===== config.mk =====
export PLATFORM = sky130hd
export DESIGN_NAME = grid_four_neighbor_count_flat
export DESIGN_NICKNAME = d
export VERILOG_FILES = /design/src/rtl/core/gfnc_pkg.sv /design/src/rtl/core/gfnc_if.sv /design/src/rtl/core/gfnc_line_buf.sv /design/src/rtl/core/gfnc_count.sv /design/src/rtl/core/gfnc_res_queue.sv /design/src/rtl/core/grid_four_neighbor_count.sv /design/src/flat_wrapper.sv
export SDC_FILE = /design/constraint.sdc
export NUM_CORES = 2
export LEC_CHECK = 0
export BUFFER_PORTS_ARGS = -buffer_cell sky130_fd_sc_hd__buf_2
export CAP_MARGIN = 30
export CORE_UTILIZATION = 35
export CTS_BUF_LIST = sky130_fd_sc_hd__clkbuf_8
export DETAILED_ROUTE_END_ITERATION = 10
export RECOVER_POWER = 25
export SKIP_LAST_GASP = 1
export SLEW_MARGIN = 20
export SYNTH_ARGS = -nofsm -noshare
export SYNTH_HDL_FRONTEND = slang
export SYNTH_HIERARCHICAL = 1
export SYNTH_SLANG_ARGS = --single-unit

===== constraint.sdc =====
create_clock -name i_clk -period 77.1 [get_ports i_clk]
set_input_delay 23.13 -clock i_clk [delete_from_list [all_inputs] [get_ports i_clk]]
set_output_delay 23.13 -clock i_clk [all_outputs]
set_load 0.005 [all_outputs]

===== src/rtl/core/gfnc_pkg.sv =====
// gfnc_pkg: shared constants, types and register indexes for the grid
// four-neighbor count block. No dependencies.
`timescale 1ns / 1ps

package gfnc_pkg;

    localparam int MAX_WIDTH  = 1024;
    localparam int MAX_HEIGHT = 1024;

    localparam int DIM_W   = 11;                  // grid_width / grid_height registers
    localparam int COORD_W = 10;                  // tile_col / tile_row
    localparam int CNT_W   = 3;                   // neighbor_count, 0..4
    localparam int ADDR_W  = $clog2(MAX_WIDTH);   // line buffer address
    localparam int CFG_IDX_W  = 4;
    localparam int CFG_DATA_W = DIM_W;
    localparam int NUM_RES = 3;                   // results one tile can release

    typedef enum logic [CFG_IDX_W-1:0] {
        REG_GRID_WIDTH  = 4'd0,
        REG_GRID_HEIGHT = 4'd1
    } t_reg_idx;

    typedef logic [DIM_W-1:0]   t_dim;
    typedef logic [COORD_W-1:0] t_coord;
    typedef logic [ADDR_W-1:0]  t_addr;

    // One line buffer column: bit of the row above and of the row two above.
    typedef struct packed {
        logic older;
        logic prev;
    } t_line_entry;

    typedef struct packed {
        logic        we;
        t_addr       waddr;
        t_line_entry wdata;
        t_addr       raddr_cur;
        t_addr       raddr_next;
    } t_lb_ctrl;

    typedef struct packed {
        logic [CNT_W-1:0] neighbor_count;
        t_coord           tile_col;
        t_coord           tile_row;
        logic             frame_last;
    } t_result;

endpackage


===== src/rtl/core/gfnc_if.sv =====
// gfnc_if: valid/ready channel interfaces for tiles in, counts out and
// register writes. Depends on gfnc_pkg.
`timescale 1ns / 1ps

interface gfnc_tile_if;
    logic valid;
    logic ready;
    logic tile_set;

    modport source (output valid, output tile_set, input ready);
    modport sink   (input valid, input tile_set, output ready);
endinterface

interface gfnc_result_if;
    logic                        valid;
    logic                        ready;
    logic [gfnc_pkg::CNT_W-1:0]  neighbor_count;
    gfnc_pkg::t_coord            tile_col;
    gfnc_pkg::t_coord            tile_row;
    logic                        frame_last;

    modport source (output valid, output neighbor_count, output tile_col,
                    output tile_row, output frame_last, input ready);
    modport sink   (input valid, input neighbor_count, input tile_col,
                    input tile_row, input frame_last, output ready);
endinterface

interface gfnc_cfg_if;
    logic                             valid;
    logic                             ready;
    logic [gfnc_pkg::CFG_IDX_W-1:0]   index;
    logic [gfnc_pkg::CFG_DATA_W-1:0]  data;

    modport source (output valid, output index, output data, input ready);
    modport sink   (input valid, input index, input data, output ready);
endinterface


===== src/rtl/core/gfnc_line_buf.sv =====
// gfnc_line_buf: two-bit-wide line buffer RAM, one write and two registered
// reads per cycle, with write-to-read bypass. Depends on gfnc_pkg.
`timescale 1ns / 1ps

module gfnc_line_buf (
    input  logic                   i_clk,
    input  gfnc_pkg::t_lb_ctrl     i_ctrl,
    output gfnc_pkg::t_line_entry  o_rd_cur,
    output gfnc_pkg::t_line_entry  o_rd_next
);

    gfnc_pkg::t_line_entry r_mem [gfnc_pkg::MAX_WIDTH];
    gfnc_pkg::t_line_entry r_rd_cur;
    gfnc_pkg::t_line_entry r_rd_next;

    always_ff @(posedge i_clk) begin
        if (i_ctrl.we) begin
            r_mem[i_ctrl.waddr] <= i_ctrl.wdata;
        end
    end

    // same-address write wins (narrow grids of one or two columns)
    always_ff @(posedge i_clk) begin
        if (i_ctrl.we && (i_ctrl.waddr == i_ctrl.raddr_cur)) begin
            r_rd_cur <= i_ctrl.wdata;
        end else begin
            r_rd_cur <= r_mem[i_ctrl.raddr_cur];
        end
        if (i_ctrl.we && (i_ctrl.waddr == i_ctrl.raddr_next)) begin
            r_rd_next <= i_ctrl.wdata;
        end else begin
            r_rd_next <= r_mem[i_ctrl.raddr_next];
        end
    end

    assign o_rd_cur  = r_rd_cur;
    assign o_rd_next = r_rd_next;

endmodule


===== src/rtl/core/gfnc_count.sv =====
// gfnc_count: neighbor counts for the up to three tiles released by one
// input tile. Pure combinational. Depends on gfnc_pkg.
`timescale 1ns / 1ps

module gfnc_count (
    input  logic                                     i_tile_set,
    input  gfnc_pkg::t_coord                         i_col,
    input  gfnc_pkg::t_coord                         i_row,
    input  gfnc_pkg::t_dim                           i_width,
    input  gfnc_pkg::t_dim                           i_height,
    input  logic [1:0]                               i_left_bits,
    input  logic                                     i_up_left,
    input  gfnc_pkg::t_line_entry                    i_cur,
    input  gfnc_pkg::t_line_entry                    i_next,
    output gfnc_pkg::t_result [gfnc_pkg::NUM_RES-1:0] o_res,
    output logic [gfnc_pkg::NUM_RES-1:0]             o_mask,
    output logic                                     o_last_col,
    output logic                                     o_last_row
);

    localparam int CW = gfnc_pkg::CNT_W;

    logic row_ge1, row_ge2, col_ge1, col_ge2, has_right;
    logic [CW-1:0] cnt_above, cnt_left, cnt_final;

    always_comb begin
        row_ge1    = (i_row != '0);
        row_ge2    = (i_row > gfnc_pkg::t_coord'(1));
        col_ge1    = (i_col != '0);
        col_ge2    = (i_col > gfnc_pkg::t_coord'(1));
        has_right  = ({1'b0, i_col} + gfnc_pkg::t_dim'(1)) < i_width;
        o_last_col = ({1'b0, i_col} + gfnc_pkg::t_dim'(1)) == i_width;
        o_last_row = ({1'b0, i_row} + gfnc_pkg::t_dim'(1)) == i_height;

        // tile above: down = this beat, up = row two back, sides = row above
        cnt_above = CW'(i_tile_set) + CW'(row_ge2 & i_cur.older)
                  + CW'(col_ge1 & i_up_left) + CW'(has_right & i_next.prev);
        // last-row tile to the left: right = this beat
        cnt_left  = CW'(i_tile_set) + CW'(row_ge1 & i_up_left)
                  + CW'(col_ge2 & i_left_bits[1]);
        // final tile of the grid
        cnt_final = CW'(row_ge1 & i_cur.prev) + CW'(col_ge1 & i_left_bits[0]);

        o_mask[0] = row_ge1;
        o_mask[1] = o_last_row & col_ge1;
        o_mask[2] = o_last_row & o_last_col;

        o_res[0].neighbor_count = cnt_above;
        o_res[0].tile_col       = i_col;
        o_res[0].tile_row       = i_row - gfnc_pkg::t_coord'(1);
        o_res[0].frame_last     = 1'b0;

        o_res[1].neighbor_count = cnt_left;
        o_res[1].tile_col       = i_col - gfnc_pkg::t_coord'(1);
        o_res[1].tile_row       = i_row;
        o_res[1].frame_last     = 1'b0;

        o_res[2].neighbor_count = cnt_final;
        o_res[2].tile_col       = i_col;
        o_res[2].tile_row       = i_row;
        o_res[2].frame_last     = 1'b1;
    end

endmodule


===== src/rtl/core/gfnc_res_queue.sv =====
// gfnc_res_queue: result register holding the up to three results of one tile,
// delivered in order, one per cycle while ready. Depends on gfnc_pkg, gfnc_if.
`timescale 1ns / 1ps

module gfnc_res_queue (
    input  logic                                     i_clk,
    input  logic                                     i_rst_n,
    input  logic                                     i_load,
    input  gfnc_pkg::t_result [gfnc_pkg::NUM_RES-1:0] i_res,
    input  logic [gfnc_pkg::NUM_RES-1:0]             i_mask,
    output logic                                     o_load_ready,
    gfnc_result_if.source                            o_result
);

    gfnc_pkg::t_result [gfnc_pkg::NUM_RES-1:0] r_slot;
    logic [gfnc_pkg::NUM_RES-1:0]             r_mask;
    logic [gfnc_pkg::NUM_RES-1:0]             n_mask;
    logic [gfnc_pkg::NUM_RES-1:0]             head_bit;
    logic [gfnc_pkg::NUM_RES-1:0]             remain;
    gfnc_pkg::t_result                         head;
    logic                                      pop;

    always_comb begin
        priority if (r_mask[0]) begin
            head_bit = 3'b001;
            head     = r_slot[0];
        end else if (r_mask[1]) begin
            head_bit = 3'b010;
            head     = r_slot[1];
        end else begin
            head_bit = r_mask & 3'b100;
            head     = r_slot[2];
        end
        pop          = o_result.valid && o_result.ready;
        remain       = pop ? (r_mask & ~head_bit) : r_mask;
        o_load_ready = (remain == '0);
        n_mask       = i_load ? i_mask : remain;
    end

    always_ff @(posedge i_clk) begin
        if (!i_rst_n) begin
            r_mask <= '0;
        end else begin
            r_mask <= n_mask;
        end
    end

    always_ff @(posedge i_clk) begin
        if (i_load) begin
            r_slot <= i_res;
        end
    end

    assign o_result.valid          = (r_mask != '0);
    assign o_result.neighbor_count = head.neighbor_count;
    assign o_result.tile_col       = head.tile_col;
    assign o_result.tile_row       = head.tile_row;
    assign o_result.frame_last     = head.frame_last;

endmodule


===== src/rtl/core/grid_four_neighbor_count.sv =====
// grid_four_neighbor_count: top level, raster position, register file and
// per-row state. Depends on gfnc_pkg, gfnc_if, gfnc_line_buf, gfnc_count,
// gfnc_res_queue.
`timescale 1ns / 1ps

// Streams a binary grid in raster order, one tile bit per beat, and returns
// for each tile the number (0..4) of set up/down/left/right neighbors inside
// the grid, with its column, row and a frame_last flag on the grid's final
// tile. A tile is reported when the tile below it arrives, so counts trail
// the input by one row; tiles of the last row are reported as their right
// neighbor arrives and the row's final tile with itself. The block takes one
// tile per clock while results drain: each beat goes through one level of
// count logic into a three-entry result register, and the next beat is
// taken as soon as that register drains. Rows above the last give at most
// one result per beat and run at full rate; in the last row each beat from
// column 1 on gives up to two results, and the row's final beat up to three
// (one fewer in a single-row grid), so there the input stalls until the
// result register has drained. Two rows of history live in one 1024 x 2
// line buffer RAM read at two columns each cycle. Writing either register
// restarts the grid at tile (0,0); a value of 0 is taken as 1 and a value
// above 1024 as 1024. Reset gives a 64 x 64 grid.

module grid_four_neighbor_count (
    input  logic          i_clk,
    input  logic          i_rst_n,
    gfnc_tile_if.sink     i_tile,
    gfnc_cfg_if.sink      i_cfg,
    gfnc_result_if.source o_result
);

    localparam gfnc_pkg::t_dim DIM_RESET = gfnc_pkg::t_dim'(64);

    // grid size
    gfnc_pkg::t_dim   r_width, n_width;
    gfnc_pkg::t_dim   r_height, n_height;
    // raster position of the next beat and current-row history
    gfnc_pkg::t_coord r_col, n_col;
    gfnc_pkg::t_coord r_row, n_row;
    logic [1:0]       r_left_bits, n_left_bits;  // bit0: col-1, bit1: col-2
    logic             r_up_left;                 // row above at col-1

    logic                  accept, cfg_fire, restart, load_ready;
    logic                  last_col, last_row;
    gfnc_pkg::t_lb_ctrl    lb_ctrl;
    gfnc_pkg::t_line_entry rd_cur, rd_next;
    gfnc_pkg::t_result [gfnc_pkg::NUM_RES-1:0] res;
    logic [gfnc_pkg::NUM_RES-1:0]             res_mask;

    function automatic gfnc_pkg::t_dim clamp_dim(input gfnc_pkg::t_dim value,
                                                 input gfnc_pkg::t_dim maxv);
        gfnc_pkg::t_dim v;
        v = value;
        if (v == '0) v = gfnc_pkg::t_dim'(1);
        if (v > maxv) v = maxv;
        return v;
    endfunction

    assign i_cfg.ready  = 1'b1;
    assign i_tile.ready = load_ready;
    assign accept       = i_tile.valid && load_ready;
    assign cfg_fire     = i_cfg.valid;

    // register writes
    always_comb begin
        n_width  = r_width;
        n_height = r_height;
        restart  = 1'b0;
        if (cfg_fire) begin
            unique case (i_cfg.index)
                gfnc_pkg::REG_GRID_WIDTH: begin
                    n_width = clamp_dim(i_cfg.data, gfnc_pkg::t_dim'(gfnc_pkg::MAX_WIDTH));
                    restart = 1'b1;
                end
                gfnc_pkg::REG_GRID_HEIGHT: begin
                    n_height = clamp_dim(i_cfg.data,
                                         gfnc_pkg::t_dim'(gfnc_pkg::MAX_HEIGHT));
                    restart = 1'b1;
                end
                default: begin
                    restart = 1'b0;
                end
            endcase
        end
    end

    // raster position
    always_comb begin
        n_col       = r_col;
        n_row       = r_row;
        n_left_bits = r_left_bits;
        priority if (!i_rst_n || restart) begin
            n_col       = '0;
            n_row       = '0;
            n_left_bits = '0;
        end else if (accept) begin
            if (last_col) begin
                n_col       = '0;
                n_left_bits = '0;
                n_row       = last_row ? '0 : r_row + gfnc_pkg::t_coord'(1);
            end else begin
                n_col       = r_col + gfnc_pkg::t_coord'(1);
                n_left_bits = {r_left_bits[0], i_tile.tile_set};
            end
        end
    end

    always_ff @(posedge i_clk) begin
        if (!i_rst_n) begin
            r_width     <= DIM_RESET;
            r_height    <= DIM_RESET;
            r_col       <= '0;
            r_row       <= '0;
            r_left_bits <= '0;
        end else begin
            r_width     <= n_width;
            r_height    <= n_height;
            r_col       <= n_col;
            r_row       <= n_row;
            r_left_bits <= n_left_bits;
        end
    end

    // row-above bit of the previous column, same row only
    always_ff @(posedge i_clk) begin
        if (accept) begin
            r_up_left <= rd_cur.prev;
        end
    end

    // line buffer: shift this column down one row, fetch the next two columns
    always_comb begin
        lb_ctrl.we          = accept;
        lb_ctrl.waddr       = gfnc_pkg::t_addr'(r_col);
        lb_ctrl.wdata.older = rd_cur.prev;
        lb_ctrl.wdata.prev  = i_tile.tile_set;
        lb_ctrl.raddr_cur   = gfnc_pkg::t_addr'(n_col);
        lb_ctrl.raddr_next  = gfnc_pkg::t_addr'(n_col) + gfnc_pkg::t_addr'(1);
    end

    gfnc_line_buf u_line_buf (
        .i_clk     (i_clk),
        .i_ctrl    (lb_ctrl),
        .o_rd_cur  (rd_cur),
        .o_rd_next (rd_next)
    );

    gfnc_count u_count (
        .i_tile_set  (i_tile.tile_set),
        .i_col       (r_col),
        .i_row       (r_row),
        .i_width     (r_width),
        .i_height    (r_height),
        .i_left_bits (r_left_bits),
        .i_up_left   (r_up_left),
        .i_cur       (rd_cur),
        .i_next      (rd_next),
        .o_res       (res),
        .o_mask      (res_mask),
        .o_last_col  (last_col),
        .o_last_row  (last_row)
    );

    gfnc_res_queue u_res_queue (
        .i_clk        (i_clk),
        .i_rst_n      (i_rst_n),
        .i_load       (accept),
        .i_res        (res),
        .i_mask       (res_mask),
        .o_load_ready (load_ready),
        .o_result     (o_result)
    );

endmodule

===== src/flat_wrapper.sv =====
// flat-port wrapper written by rule: the top's interface ports become plain ports
module grid_four_neighbor_count_flat 
  (i_clk, i_rst_n, i_tile_valid, i_tile_tile_set, i_tile_ready, i_cfg_valid, i_cfg_index, i_cfg_data, i_cfg_ready, o_result_valid, o_result_neighbor_count, o_result_tile_col, o_result_tile_row, o_result_frame_last, o_result_ready);
  gfnc_tile_if i_tile_i ();
  gfnc_cfg_if i_cfg_i ();
  gfnc_result_if o_result_i ();
  input  logic i_clk;
  input  logic i_rst_n;
  input wire logic [$bits(i_tile_i.valid)-1:0] i_tile_valid;
  input wire logic [$bits(i_tile_i.tile_set)-1:0] i_tile_tile_set;
  output wire logic [$bits(i_tile_i.ready)-1:0] i_tile_ready;
  input wire logic [$bits(i_cfg_i.valid)-1:0] i_cfg_valid;
  input wire logic [$bits(i_cfg_i.index)-1:0] i_cfg_index;
  input wire logic [$bits(i_cfg_i.data)-1:0] i_cfg_data;
  output wire logic [$bits(i_cfg_i.ready)-1:0] i_cfg_ready;
  output wire logic [$bits(o_result_i.valid)-1:0] o_result_valid;
  output wire logic [$bits(o_result_i.neighbor_count)-1:0] o_result_neighbor_count;
  output wire logic [$bits(o_result_i.tile_col)-1:0] o_result_tile_col;
  output wire logic [$bits(o_result_i.tile_row)-1:0] o_result_tile_row;
  output wire logic [$bits(o_result_i.frame_last)-1:0] o_result_frame_last;
  input wire logic [$bits(o_result_i.ready)-1:0] o_result_ready;
  assign i_tile_i.valid = i_tile_valid;
  assign i_tile_i.tile_set = i_tile_tile_set;
  assign i_tile_ready = i_tile_i.ready;
  assign i_cfg_i.valid = i_cfg_valid;
  assign i_cfg_i.index = i_cfg_index;
  assign i_cfg_i.data = i_cfg_data;
  assign i_cfg_ready = i_cfg_i.ready;
  assign o_result_valid = o_result_i.valid;
  assign o_result_neighbor_count = o_result_i.neighbor_count;
  assign o_result_tile_col = o_result_i.tile_col;
  assign o_result_tile_row = o_result_i.tile_row;
  assign o_result_frame_last = o_result_i.frame_last;
  assign o_result_i.ready = o_result_ready;
  grid_four_neighbor_count u_core (.i_clk(i_clk), .i_rst_n(i_rst_n), .i_tile(i_tile_i), .i_cfg(i_cfg_i), .o_result(o_result_i));
endmodule

==> qor.csv <==
metric;value;unit
Final Max Tran Viols;1330;
Register-to-Register Path Depth;16;
post-cts sizing count;0;
Worst Tran Pin Value;9.766;ns
Post-route DRC;0;
R2R setup slack;43.88;ns
root buffer cell;clkbuf_8;
endpoints failing setup;0;
Top cell by count, worst path;buf_2;
biggest cell delay along the critical path;0.58;ns
RD Place Congestion;0.8443;
DRT antenna net count;0;
status;finished with violations;
Overflow after GRT;0;
via count;61113;
max cap viols;17;
critical path class;in2out;
TritonCTS clock tree;built;
Worst slew margin;-551.1;%
Peak VDD IR;15.12;uV
H-Tree Depth;5;
Routed WL;311.2;mm
fillers;26341;
Total GRT Usage;21.27;%
die area;288700;um^2
Syn Std Cell Area;100300;um^2
Port Buffer Count;46;
Pwr Density;23.03;nW/um^2
cts hold-fix bufs;0;
CP bufs+invs;3;
Setup Buffers After CTS;0;
CP max-delay cell;o22ai_1;
Max clock buf depth;4;
fin crit period;47.53;ns
CTS buffer count;377;
via/cell ratio;5.910;
DR pass1 iterations;8;
Worst EP arrival;24.40;ns
share of layout cells above drive strength 1;21.76;%
Area Growth Syn to Fin;9.900;%
Mapped Avg Cell Area;15.82;um^2
# IOs;48;
Mapped Cells;6337;
Avg WL per Cell;30.10;um
post-layout util;38.67;%
CTS clk-pin slew, worst paths;0.06;ns
Initial Util;35.19;%
FMAX;0.02104;GHz
initial antenna violation count;10;
crit-path max FO;8;
worst r2r dst;u_core/u_line_buf/r_mem[99][1];
vias in the first global route;61439;
skew final;0.08431;ns
Final Hold Viols;0;
synth warn;6;
first-pass GRT wire length;441.7;mm
Final HPWL DP;179.8;mm
crit path cell chain;buf_2, inv_2, maj3_2, o22ai_1, buf_2;
Stages on worst setup path;5;
failing checks;max-capacitance violations, max-slew violations;
largest net degree at the start of global routing;236;
Hold Crit Class;reg2reg;
Core Region;285000;um^2
CP startpoint;o_result_ready;
crit end category;output pin;
startpoint types;primary input;
fin crit share;61.65;%
worst skew pair latency;1.09;ns
FP Rows;196;
unrepaired setup endpoints after global routing;no;
clock net sink count;2188;
Worst Setup EP;i_tile_ready;
DR iter-0 viols;8171;
Die H;537.3;um
data required time of the critical path;53.97;ns
setup TNS;0;ns
# nets final;6347;
Die Width;537.3;um
leakage;33.63;nW
Crit path max-delay family;compound AO/OA/AOI/OAI gates;
[routing by layer]
metal,track usage [%],routed length [um],up-vias
li1,-,-,24896
met5,0,13,-
met1,27.69,118900,32052
met3,4.188,29740,732
met2,34.55,148600,3431
met4,9.267,14000,2
[layout by cell type, fill, tap and decap left out, drive strengths merged, types with 14 or more instances in the layout]
cell	count
and3	20
dfxtp	67
nand3	75
a21oi	138
a221oi	22
nor4	17
a31oi	15
buf	221
xnor2	25
o22ai	83
nor2b	39
inv	162
nor2	1112
clkbuf	410
nand2	170
nor3b	22
nand4	25
clkinv	122
xor2	28
mux2i	374
nand3b	14
o221ai	129
a211oi	15
and2	25
a22oi	64
a22o	15
o21ai	101
nor3	83
ha	24
edfxtp	2121
mux4	654
[layout make-up]
cell class | instances | area [um^2] | share of cell area, %
diodes | 7 | 17.52 | 0.01589
inverters | 38 | 153.9 | 0.1396
clock inverters | 265 | 1359 | 1.233
clock buffers | 386 | 5313 | 4.821
multi-input cells | 3449 | 31590 | 28.66
flip-flops and latches | 2188 | 65060 | 59.03
repair buffers | 246 | 2008 | 1.822
well taps | 3762 | 4707 | 4.271
[worst register-to-register path, stage by stage, from the launching register on]
cell       delay (ns)
dfxtp_1          2.36
clkbuf_1         4.14
clkbuf_1         5.59
clkbuf_1         2.67
clkbuf_1         2.25
mux4_2           0.57
a22o_1           0.18
a221oi_1         0.11
o22ai_1          0.28
nor3_1           0.14
nor3_1           0.58
a41oi_1          0.32
o2111ai_1        0.33
clkbuf_1         6.74
clkbuf_1         1.23
clkbuf_1         2.46
clkbuf_1         2.51
[power breakdown]
part	switching, mW	total [mW]	leakage, nW	internal, mW
Clock	0.471	0.966	3.88	0.495
Sequential	0.00641	1.35	19.5	1.34
Combinational	0.136	0.226	10.3	0.0891
[metrics by stage]
stage / instances / area, um^2 / hold slack, ns / setup WS, ns / power (mW)
final: 10341 / 110200 / 0.4881 / 29.57 / 2.538
after global routing: 10339 / 110200 / 0.5257 / 29.53 / 2.615
after CTS: 10329 / 110300 / 0.4910 / 29.58 / 2.543
after detailed placement: 9678 / 103600 / 0.4824 / 29.60 / 1.586
after global placement: 9652 / 103100 / 0.4738 / 29.63 / 1.582
after floorplan: 6340 / 100300 / 0.4441 / 30.15 / 1.605
[worst min-delay path by stage]
| stage | start | endpoint | slack [ns] | cells past startpoint |
|---|---|---|---|---|
| floorplan | u_core/r_left_bits[1] | u_core/r_left_bits[1] | 0.44 | 2 |
| global placement | u_core/r_width[7] | u_core/r_width[7] | 0.47 | 2 |
| detailed placement | u_core/r_width[7] | u_core/r_width[7] | 0.48 | 2 |
| CTS | u_core/r_width[7] | u_core/r_width[7] | 0.49 | 2 |
| global route | u_core/r_left_bits[1] | u_core/r_left_bits[1] | 0.53 | 2 |
| finish | u_core/r_width[7] | u_core/r_width[7] | 0.49 | 2 |
[state kept, by name, indices dropped and copies added (netlist names), named ones only]
| signal | count |
|---|---|
| u_core/u_line_buf/r_mem | 2048 |
| u_core/u_res_queue/r_slot | 72 |
| u_core/r_height | 11 |
| u_core/r_width | 11 |
| u_core/r_col | 10 |
| u_core/r_row | 10 |
| u_core/u_res_queue/r_mask | 3 |
| u_core/r_left_bits | 2 |
| u_core/r_up_left | 1 |
(Power assumes the default switching activity.)
